File: config.mk
export PLATFORM = sky130hd
export DESIGN_NAME = stack_bytecode_executor
export DESIGN_NICKNAME = d
export VERILOG_FILES = /design/src/hdl/sbe_pkg.sv /design/src/hdl/sbe_alu.sv /design/src/hdl/stack_bytecode_executor.sv
export VERILOG_INCLUDE_DIRS = /design/src /design/src/hdl
export SDC_FILE = /design/constraint.sdc
export NUM_CORES = 2
export LEC_CHECK = 0
export ABC_CLOCK_PERIOD_IN_PS = 16800
export BUFFER_PORTS_ARGS = -buffer_cell sky130_fd_sc_hd__buf_2
export CORE_MARGIN = 8
export CORE_UTILIZATION = 50
export DETAILED_ROUTE_END_ITERATION = 12
export PLACE_DENSITY = 0.69
export SYNTH_ARGS = -nofsm -noshare
export SYNTH_HDL_FRONTEND = slang
export SYNTH_HIERARCHICAL = 1
export SYNTH_SLANG_ARGS = --single-unit
File: constraint.sdc
create_clock -name aclk -period 16.8 [get_ports aclk]
set_input_delay 5.04 -clock aclk [delete_from_list [all_inputs] [get_ports aclk]]
set_output_delay 5.04 -clock aclk [all_outputs]
set_load 0.05 [all_outputs]
File: src/hdl/stack_bytecode_executor_defines.svh
// Shared assertion macros for the stack executor.
`ifndef STACK_BYTECODE_EXECUTOR_DEFINES_SVH
`define STACK_BYTECODE_EXECUTOR_DEFINES_SVH

// Same-cycle implication, held off while reset is asserted.
`define SBE_ASSERT_NOW(label, clk, rstn, ante, cons, msg) \
    label: assert property (@(posedge clk) disable iff (!(rstn)) (ante) |-> (cons)) \
        else $error(msg);

// Next-cycle implication, held off while reset is asserted.
`define SBE_ASSERT_NEXT(label, clk, rstn, ante, cons, msg) \
    label: assert property (@(posedge clk) disable iff (!(rstn)) (ante) |=> (cons)) \
        else $error(msg);

`endif

File: src/hdl/sbe_pkg.sv
`timescale 1ns / 1ps

package sbe_pkg;

    typedef enum logic [3:0] {
        OP_LOAD  = 4'd0,
        OP_STORE = 4'd1,
        OP_CONST = 4'd2,
        OP_ADD   = 4'd3,
        OP_SUB   = 4'd4,
        OP_MUL   = 4'd5,
        OP_LT    = 4'd6,
        OP_GT    = 4'd7,
        OP_AND   = 4'd8,
        OP_OR    = 4'd9,
        OP_NOT   = 4'd10,
        OP_EQ    = 4'd11,
        OP_PRINT = 4'd12
    } opcode_t;

    typedef enum logic [1:0] {
        ST_OK    = 2'd0,
        ST_UNDER = 2'd1,
        ST_OVER  = 2'd2
    } status_t;

    localparam int unsigned DATA_W   = 32;
    localparam int unsigned OPCODE_W = 4;
    localparam int unsigned VIDX_W   = 4;
    localparam int unsigned DEPTH_W  = 5;

    // Operands of a two-operand instruction: a is next-on-stack, b is top.
    typedef struct packed {
        logic [OPCODE_W-1:0] op;
        logic [DATA_W-1:0]   a;
        logic [DATA_W-1:0]   b;
    } alu_req_t;

endpackage

File: src/hdl/sbe_alu.sv
`timescale 1ns / 1ps

module sbe_alu
    import sbe_pkg::*;
(
    input  alu_req_t          req,
    output logic [DATA_W-1:0] result
);

    logic a_nz;
    logic b_nz;

    assign a_nz = (req.a != '0);
    assign b_nz = (req.b != '0);

    always_comb begin
        case (req.op)
            OP_ADD:  result = req.a + req.b;
            OP_SUB:  result = req.a - req.b;
            OP_MUL:  result = req.a * req.b;
            OP_LT:   result = DATA_W'($signed(req.a) < $signed(req.b));
            OP_GT:   result = DATA_W'($signed(req.b) < $signed(req.a));
            OP_AND:  result = DATA_W'(a_nz && b_nz);
            OP_OR:   result = DATA_W'(a_nz || b_nz);
            default: result = DATA_W'(req.a == req.b);
        endcase
    end

endmodule

File: src/hdl/stack_bytecode_executor.sv
`timescale 1ns / 1ps
// Channel  | ports                                              | dir
// ---------+----------------------------------------------------+-----
// input    | s_valid s_ready s_opcode s_var_index s_immediate   | in
// result   | m_valid m_ready m_print_valid m_print_value        | out
//          | m_status m_stack_depth                             |
//
// One instruction word per cycle sustained while the result side does not stall;
// each accepted word yields one result word, through the variable read stage and
// then execute into the output register. The variable memory's registered read
// is why there is a read stage; execute, including the 32x32 multiply, is combinational.
// Reset clears the stack pointer and the variable valid bits; there is no
// clearing pass. A stall on the result side holds the output register, then
// the execute stage, then drops s_ready.

module stack_bytecode_executor
    import sbe_pkg::*;
#(
    parameter int unsigned STACK_DEPTH = 16,
    parameter int unsigned VAR_COUNT   = 16
) (
    input  logic                    aclk,
    input  logic                    aresetn,
    input  logic                    s_valid,
    output logic                    s_ready,
    input  logic [OPCODE_W-1:0]     s_opcode,
    input  logic [VIDX_W-1:0]       s_var_index,
    input  logic signed [DATA_W-1:0] s_immediate,
    output logic                    m_valid,
    input  logic                    m_ready,
    output logic                    m_print_valid,
    output logic signed [DATA_W-1:0] m_print_value,
    output logic [1:0]              m_status,
    output logic [DEPTH_W-1:0]      m_stack_depth
);

`include "stack_bytecode_executor_defines.svh"

    // Stack pointer counts 0..STACK_DEPTH; spill memory addresses need fewer bits.
    localparam int unsigned SPW = $clog2(STACK_DEPTH + 1);
    localparam int unsigned AW  = (STACK_DEPTH > 1) ? $clog2(STACK_DEPTH) : 1;
    localparam int unsigned VW  = (VAR_COUNT > 1) ? $clog2(VAR_COUNT) : 1;
    localparam int unsigned CW  = 9;  // wide enough to compare against VAR_COUNT

    // ---------------------------------------------------------------------
    // Handshake
    // ---------------------------------------------------------------------
    logic ex_valid_reg;
    logic ex_fire;
    logic s_accept;
    logic m_valid_reg;

    assign ex_fire  = ex_valid_reg && (!m_valid_reg || m_ready);
    assign s_ready  = !ex_valid_reg || ex_fire;
    assign s_accept = s_valid && s_ready;

    // ---------------------------------------------------------------------
    // Read stage: latch the instruction word and read the variable memory
    // ---------------------------------------------------------------------
    logic [OPCODE_W-1:0] ex_op_reg;
    logic [VW-1:0]       ex_vaddr_reg;
    logic                ex_idx_ok_reg;
    logic [DATA_W-1:0]   ex_imm_reg;

    always_ff @(posedge aclk) begin
        if (!aresetn) begin
            ex_valid_reg <= 1'b0;
        end else if (s_accept) begin
            ex_valid_reg <= 1'b1;
        end else if (ex_fire) begin
            ex_valid_reg <= 1'b0;
        end
    end

    always_ff @(posedge aclk) begin
        if (s_accept) begin
            ex_op_reg     <= s_opcode;
            ex_vaddr_reg  <= VW'(s_var_index);
            ex_idx_ok_reg <= (CW'(s_var_index) < CW'(VAR_COUNT));
            ex_imm_reg    <= s_immediate;
        end
    end

    // Variable memory with one valid bit per entry; an unwritten entry reads zero.
    logic [DATA_W-1:0]    var_mem [VAR_COUNT];
    logic [VAR_COUNT-1:0] var_vld_reg;
    logic                 var_we;
    logic [VW-1:0]        var_raddr;
    logic                 var_hit;
    logic [DATA_W-1:0]    var_rd_reg;
    logic                 var_rd_ok_reg;
    logic [DATA_W-1:0]    store_data;

    assign var_raddr = VW'(s_var_index);
    // A store leaving execute in the same cycle as a load is read: forward it.
    assign var_hit   = var_we && (ex_vaddr_reg == var_raddr);

    always_ff @(posedge aclk) begin
        if (var_we) begin
            var_mem[ex_vaddr_reg] <= store_data;
        end
    end

    always_ff @(posedge aclk) begin
        if (!aresetn) begin
            var_vld_reg <= '0;
        end else if (var_we) begin
            var_vld_reg[ex_vaddr_reg] <= 1'b1;
        end
    end

    always_ff @(posedge aclk) begin
        if (s_accept) begin
            var_rd_reg    <= var_hit ? store_data : var_mem[var_raddr];
            var_rd_ok_reg <= var_hit || var_vld_reg[var_raddr];
        end
    end

    // ---------------------------------------------------------------------
    // Operand stack: top two entries in registers, the rest in a memory.
    // third_reg always holds entry sp-3 for the current stack pointer.
    // ---------------------------------------------------------------------
    logic [SPW-1:0]    sp_reg;
    logic [SPW-1:0]    sp_next;
    logic [DATA_W-1:0] tos_reg;
    logic [DATA_W-1:0] tos_next;
    logic [DATA_W-1:0] nos_reg;
    logic [DATA_W-1:0] nos_next;
    logic [DATA_W-1:0] third_reg;

    logic [DATA_W-1:0] stk_mem [STACK_DEPTH];
    logic              stk_we;
    logic [AW-1:0]     stk_waddr;
    logic [AW-1:0]     stk_raddr;

    assign stk_waddr = AW'(sp_reg - SPW'(2));
    assign stk_raddr = AW'(sp_next - SPW'(3));

    always_ff @(posedge aclk) begin
        if (stk_we) begin
            stk_mem[stk_waddr] <= nos_reg;
        end
    end

    // Forward the spill write when the new pointer reads the entry just pushed.
    always_ff @(posedge aclk) begin
        third_reg <= (stk_we && (stk_waddr == stk_raddr)) ? nos_reg : stk_mem[stk_raddr];
    end

    // ---------------------------------------------------------------------
    // Execute
    // ---------------------------------------------------------------------
    alu_req_t          alu_req;
    logic [DATA_W-1:0] alu_result;

    assign alu_req = '{op: ex_op_reg, a: nos_reg, b: tos_reg};

    sbe_alu u_alu (
        .req    (alu_req),
        .result (alu_result)
    );

    logic              empty;
    logic              short;
    logic              full;
    logic [DATA_W-1:0] push_val;
    logic              pv_next;
    logic [DATA_W-1:0] pval_next;
    status_t           status_next;

    assign empty      = (sp_reg == '0);
    assign short      = (sp_reg < SPW'(2));
    assign full       = (sp_reg == SPW'(STACK_DEPTH));
    assign store_data = tos_reg;
    assign push_val   = (ex_op_reg == OP_CONST) ? ex_imm_reg :
                        (ex_idx_ok_reg && var_rd_ok_reg) ? var_rd_reg : '0;

    always_comb begin
        sp_next     = sp_reg;
        tos_next    = tos_reg;
        nos_next    = nos_reg;
        stk_we      = 1'b0;
        var_we      = 1'b0;
        pv_next     = 1'b0;
        pval_next   = '0;
        status_next = ST_OK;
        if (ex_fire) begin
            case (ex_op_reg)
                OP_LOAD, OP_CONST: begin
                    if (full) begin
                        status_next = ST_OVER;
                    end else begin
                        stk_we   = !short;
                        nos_next = tos_reg;
                        tos_next = push_val;
                        sp_next  = sp_reg + SPW'(1);
                    end
                end
                OP_STORE, OP_PRINT: begin
                    if (empty) begin
                        status_next = ST_UNDER;
                    end else begin
                        tos_next = nos_reg;
                        nos_next = third_reg;
                        sp_next  = sp_reg - SPW'(1);
                        if (ex_op_reg == OP_STORE) begin
                            var_we = ex_idx_ok_reg;
                        end else begin
                            pv_next   = 1'b1;
                            pval_next = tos_reg;
                        end
                    end
                end
                OP_NOT: begin
                    if (empty) begin
                        status_next = ST_UNDER;
                    end else begin
                        tos_next = DATA_W'(tos_reg == '0);
                    end
                end
                OP_ADD, OP_SUB, OP_MUL, OP_LT, OP_GT, OP_AND, OP_OR, OP_EQ: begin
                    if (short) begin
                        status_next = ST_UNDER;
                    end else begin
                        tos_next = alu_result;
                        nos_next = third_reg;
                        sp_next  = sp_reg - SPW'(1);
                    end
                end
                default: begin
                    // unused opcode: no effect, status ok
                end
            endcase
        end
    end

    always_ff @(posedge aclk) begin
        if (!aresetn) begin
            sp_reg <= '0;
        end else begin
            sp_reg <= sp_next;
        end
    end

    always_ff @(posedge aclk) begin
        tos_reg <= tos_next;
        nos_reg <= nos_next;
    end

    // ---------------------------------------------------------------------
    // Output register
    // ---------------------------------------------------------------------
    logic                m_print_valid_reg;
    logic [DATA_W-1:0]   m_print_value_reg;
    logic [1:0]          m_status_reg;
    logic [DEPTH_W-1:0]  m_stack_depth_reg;

    always_ff @(posedge aclk) begin
        if (!aresetn) begin
            m_valid_reg <= 1'b0;
        end else if (ex_fire) begin
            m_valid_reg <= 1'b1;
        end else if (m_ready) begin
            m_valid_reg <= 1'b0;
        end
    end

    always_ff @(posedge aclk) begin
        if (ex_fire) begin
            m_print_valid_reg <= pv_next;
            m_print_value_reg <= pval_next;
            m_status_reg      <= status_next;
            m_stack_depth_reg <= DEPTH_W'(sp_next);
        end
    end

    assign m_valid       = m_valid_reg;
    assign m_print_valid = m_print_valid_reg;
    assign m_print_value = m_print_value_reg;
    assign m_status      = m_status_reg;
    assign m_stack_depth = m_stack_depth_reg;

    // ---------------------------------------------------------------------
    // Assertions
    // ---------------------------------------------------------------------
    `SBE_ASSERT_NOW(a_sp_bound, aclk, aresetn, 1'b1, sp_reg <= SPW'(STACK_DEPTH), "stack pointer past depth")

    `SBE_ASSERT_NOW(a_print_ok, aclk, aresetn, m_valid_reg && m_print_valid_reg, m_status_reg == ST_OK, "print word flagged with error status")

    `SBE_ASSERT_NEXT(a_err_hold, aclk, aresetn, ex_fire && (status_next != ST_OK), sp_reg == $past(sp_reg), "faulted instruction moved the stack")

    `SBE_ASSERT_NEXT(a_ex_hold, aclk, aresetn, ex_valid_reg && !ex_fire, ex_valid_reg && $stable(ex_op_reg), "stalled instruction lost")

endmodule
======== Yosys cells after proc, flatten, opt, wreduce, memory -nomap -nowiden ========
Memory sizes are Yosys's and may differ from the RTL's. A register that Yosys moved wholly into a read port is not among the register bits.
Index checks and enable logic that the tools add are counted.
Widths: inputs -> output; s select.
storage, ports and cells
  logic and storage cells ................. 120
  output and inout port bits .............. 42
  RAM bits ................................ 1,024
  memories kept ........................... 2
  bits in registers ....................... 168
cells by class
  order comparisons ....................... 6
  equality and inequality tests ........... 19
  $add $sub $neg .......................... 6
  muxes and demuxes ....................... 41
  multipliers ............................. 1
  bitwise logic cells ..................... 2
  reduce and logical (&&, ||, !) cells .... 29
memories
  memory   words  bits a word  read ports  clocked after Yosys merged registers in  wr ports  line                            text
  stk_mem  16     32           1           1                                        1         stack_bytecode_executor.sv:131  logic [DATA_W-1:0] stk_mem [STACK_DEPTH];
  var_mem  16     32           1           1                                        1         stack_bytecode_executor.sv:85   logic [DATA_W-1:0] var_mem [VAR_COUNT];
operators with widths
  operator             count
  $mux 32              9
  $pmux 32 s7          1
  $pmux 32 s4          1
  $pmux 32 s3          1
  $lt 32x32->1         2
  $reduce_bool 32->1   2
  $add 32x32->32       1
  $eq 32x32->1         1
  $logic_not 32->1     1
  $mul 32x32->32       1
  $sub 32x32->32       1
  $eq 4x4->1 const B   5
  $mux 1               20
  $mux 5               4
  $eq 4x3->1 const B   4
  $or 16x16->16        1
  $pmux 5 s3           1
  $lt 4x5->1 const B   2
  $eq 4x2->1 const B   2
  $ne 2x2->1 const B   4
  $reduce_or 8->1      1
  $sub 4x2->4 const B  2
  $pmux 2 s3           1
  $reduce_and 6->1     1
  other kinds (22)     35

======== Depth between registers and ports, before layout ========
  depth after elaboration ................. 7
  mapped depth ............................ 29

======== Modules after synthesis ========
Netlist, hierarchy kept.
modules (own cells, without submodules)
  module                   cells each  instances  area an instance (sq um)
  stack_bytecode_executor  2,086       1          47,367.9
  sbe_alu                  2,429       1          19,631.3

======== Worst setup path after synthesis ========
Ideal clock, no wire load.
  kind .................................... input -> output
  start point ............................. input m_ready
  end point ............................... output s_ready
  path slack .............................. 6,216 ps
  stages .................................. 2
  required time ........................... 11,760 ps
  arrival ................................. 5,544 ps
  path through ............................ nor2b_1 nand2_1
on the way
  longest elaborated chain between the ends .. 3
ends and longest elaborated chain
  element             line                           text
  start: declaration  stack_bytecode_executor.sv:30  input logic m_ready,
  $logic_or 1x1->1    stack_bytecode_executor.sv:53  assign ex_fire = ex_valid_reg && (!m_valid_reg || m_ready);
  $logic_and 1x1->1   stack_bytecode_executor.sv:53
  $logic_or 1x1->1    stack_bytecode_executor.sv:54  assign s_ready = !ex_valid_reg || ex_fire;
  end: declaration    stack_bytecode_executor.sv:25  output logic s_ready,
No other way between the ends.

======== Final worst setup path ========
Ends and elaborated chain as after synthesis.

==> run summary <==
The flow ran to the end, and the final reports show no timing, DRC or antenna violations. Once the floorplan was initialized, standard cells occupied 50.3% of the core. The library cells used most frequently in the layout, excluding fill and tap cells, are sky130_fd_sc_hd__edfxtp_1 (1201), sky130_fd_sc_hd__inv_1 (471), sky130_fd_sc_hd__fa_1 (410). The worst setup path is of the primary input to primary output kind.

Wires add up to 195000 um. In the final design database the tool counted 5308 nets. The maximum operating frequency was 93.3 MHz. The core area was 133000 sq um. The area of the mapped netlist is 67000 sq um, and the relative slew slack is 16.9%.

Clock network latency to the later pin of the worst-skew pair: 0.77 ns. Setup violations remaining at the end of the flow were counted as 0. Max-cap violations in this run came to 0. The largest registers in the layout are stk_mem (512), var_mem (512). During placement, the flow inserted port buffers numbering 85. The detailed-placement wirelength estimate was 124000 um; the first-pass GRT wire length was 283000 um. Global routing used 26.3% of the available tracks.

Entering global routing, the biggest net connects 90 pins. After the flow finishes, the layout carries non-filler instances totaling 6496. Along the worst path, the maximum fanout reaches 4.

The tools report the via count as 41100. The tightest min-delay check is of the flop to flop type. The tools report the critical path endpoint category as a primary output. The leftover overflow at the end of global routing is 0. The count of antenna-violating nets left after detailed routing is 0.

The most critical setup path has its endpoint at s_ready. In this run, synthesis inferred 1201 flip-flops with an integrated enable. The die covers 146000 sq um.

The floorplan die height was 382 um. CTS placed an instance of sky130_fd_sc_hd__clkbuf_16 at the clock tree root. The endpoint identified for the worst register-to-register timing path is store_data[31]$_DFFE_PP_.

The synthesized design contains 1228 register bits. STA classifies the critical path startpoint as a primary input. A synthesized cell averages 14.8 sq um. In this run the static leakage power is 27.1 nW. The area overhead of the layout relative to synthesis came out at 10.2%. The top flip-flop cell by instance count after synthesis was sky130_fd_sc_hd__edfxtp_1.

Buffers inserted to repair hold after CTS numbered 0. The cell row count is 134, and the post-detailed-route wirelength per cell is 30.1 um. Tracing the worst setup path back leads to its startpoint at m_ready.

Ranked by total cell area, the synthesized netlist is headed by sky130_fd_sc_hd__edfxtp_1 (54%), sky130_fd_sc_hd__fa_1 (12%), sky130_fd_sc_hd__mux4_2 (11%). TritonCTS built the clock tree. The first routing iteration left 5552 violations.

The logs give 0 for the post-CTS setup-driven buffer insertion count and 6275 for the number of placed instances, taps included. The number of global-route vias before repair was 41400; the setup TNS was 0 ns. The post-route fraction of the period consumed by the critical path works out to 63.8%.

Leaving out fill and tap cells, the most frequent cell in the layout is sky130_fd_sc_hd__edfxtp_1. The tools report the total area of sequential cells as 36600 sq um. The tools report the count of final hold-check violations as 0.

The ratio of total power to cell area was 184 nW/um^2. The synthesized design devotes to its leading area cell type 53.8% of total area. The clock slew at the register clock pins of the worst setup and hold paths is 0.06 ns. The fraction of registers with async set/reset was 0%. After detailed routing, the number of remaining DRC violations is 0. Yosys printed 6 warnings. The clock tree synthesis step divided the H-tree into 3 levels. The shortest period the worst path allows came out at 10.72 ns.

The cell taking the most area after synthesis is sky130_fd_sc_hd__edfxtp_1. Via-per-instance ratio: 6.32. Origin of the critical flop-to-flop path: nos_reg[16]$_DFFE_PP_. The clock arrives with 0.0602 ns of skew.

The slew at the pin with the worst max-slew slack was 1.25 ns; the arrival time of data at the critical path endpoint was 5.68 ns. The run gives 10400 as the fill cell total of the finished layout. The cell count after synthesis is 4515. The tools report the required time of the critical path as 11.76 ns.

For this design the top-level I/O count stands at 86. The logs give 6 for the number of antenna violations at the first check in global routing and 54.6% for the sequential-to-total area share from yosys stat. No sink is reached through more buffers than the 3 on the longest clock path. In this run the horizontal extent of the chip is 382 um. The number of cells on the worst reg-to-reg path is 26, and the number of distinct library cell variants in the gate-level netlist after synthesis is 93.

The number of cells on the worst hold path came out at 1. The tools report the area used by multi-input combinational logic as 27800 sq um. Count of instances resized after the clock tree is built: 0.

The first detailed-routing pass ran for 7 iterations. The maximum vdd ir drop is 0.000478 V, and the routability-driven placement congestion ratio is 0.979. In this run, CTS created clock tree buffers numbering 118. The number of nets in the synthesized netlist was 5196.

Setup repair after global routing left no endpoint under its margin. For this design, the sink count on the clock tree is 1228. The run gives 0 as the count of final max-slew check failures. The share of cells above drive strength 1 works out to 18.3%. Setup slack on the worst reg-to-reg path comes out at 7.57 ns.
-- metal layers --
layer	global-route usage (%)	up-vias	routed length (um)
met1	36.4	21300	76100
met4	10.4	2	8400
li1	-	16600	-
met2	40.3	2687	88800
met5	0	-	13
met3	6.50	468	21900
-- critical path, stage by stage --
cell                      delay [ns]
sky130_fd_sc_hd__buf_2          0.10
sky130_fd_sc_hd__nor2b_1        0.20
sky130_fd_sc_hd__nand2_1        0.11
sky130_fd_sc_hd__buf_2          0.22
-- area by class of cell --
cell class	instances	area share, %
diodes	1	0.00339
clock buffers	153	4.32
clock inverters	67	0.888
inverters	491	2.50
multi-input cells	2566	37.7
flip-flops and latches	1228	49.6
well taps	1768	3.00
repair buffers	222	1.99
-- report_power, final --
group / switching (mW) / internal (mW)
clock network: 1.17 / 1.46
logic: 4.57 / 2.92
registers: 0.0394 / 3.40
total: 5.78 / 7.77
-- synthesized netlist by cell type, drive strengths merged (7+ instances only) --
| library cell | number |
|---|---|
| nor2b | 11 |
| and2 | 42 |
| clkinv | 13 |
| nand3 | 46 |
| clkbuf | 150 |
| o21ai | 57 |
| edfxtp | 1201 |
| xor2 | 25 |
| or3 | 18 |
| nand2b | 29 |
| or2 | 7 |
| o22ai | 27 |
| a22o | 8 |
| a31oi | 7 |
| a211o | 7 |
| buf | 80 |
| o31ai | 7 |
| fa | 410 |
| nor2 | 433 |
| o221ai | 10 |
| mux2 | 64 |
| and3 | 7 |
| o21bai | 20 |
| a221o | 39 |
| o221a | 7 |
| a21o | 26 |
| o21a | 23 |
| mux4 | 325 |
| xnor2 | 67 |
| o211ai | 11 |
| a221oi | 23 |
| a211oi | 10 |
| nand4 | 15 |
| a21oi | 121 |
| nand2 | 302 |
| inv | 478 |
| nor3 | 27 |
| ha | 227 |
| dfxtp | 27 |
| nor4 | 31 |
-- how the worst min path moves through the flow --
| stage | to | from | slack (ns) |
|---|---|---|---|
| after floorplan | var_vld_reg[2]$_SDFFE_PN0P_ | var_vld_reg[2]$_SDFFE_PN0P_ | 0.43 |
| after global placement | var_vld_reg[7]$_SDFFE_PN0P_ | var_vld_reg[7]$_SDFFE_PN0P_ | 0.44 |
| after detailed placement | var_vld_reg[13]$_SDFFE_PN0P_ | var_vld_reg[13]$_SDFFE_PN0P_ | 0.45 |
| after CTS | var_vld_reg[13]$_SDFFE_PN0P_ | var_vld_reg[13]$_SDFFE_PN0P_ | 0.47 |
| after global routing | var_vld_reg[13]$_SDFFE_PN0P_ | var_vld_reg[13]$_SDFFE_PN0P_ | 0.48 |
| final | var_vld_reg[12]$_SDFFE_PN0P_ | var_vld_reg[12]$_SDFFE_PN0P_ | 0.47 |
-- through the flow --
step | power, mW | hold slack (ns) | cell area, sq um | worst slack [ns] | utilization (%)
after floorplan | 8.21 | 0.435 | 67000 | 6.22 | -
final | 13.6 | 0.469 | 73800 | 6.08 | 55.4
after global placement | 10.6 | 0.443 | 70000 | 6.04 | 52.5
after detailed placement | 10.6 | 0.454 | 70000 | 6.07 | 52.5
after global routing | 14.0 | 0.479 | 73800 | 6.03 | 55.4
after CTS | 13.3 | 0.469 | 73800 | 6.07 | 55.4
-- logic make-up (layout without fill, tap and decap cells) --
family / count (synthesis) / after routing / synth area share, %
xor gates and xnor gates: 93 / 93 / 1.24
buffers and inverters: 721 / 933 / 4.24
muxes: 395 / 395 / 12.1
and+or+nand+nor: 986 / 986 / 6.47
DFF: 1228 / 1228 / 54.6
adders and majority gates: 638 / 638 / 16.5
AOI/OAI and AO/OA: 454 / 454 / 4.83
other: 0 / 1 / 0
Power figures use the tool's default switching activity.
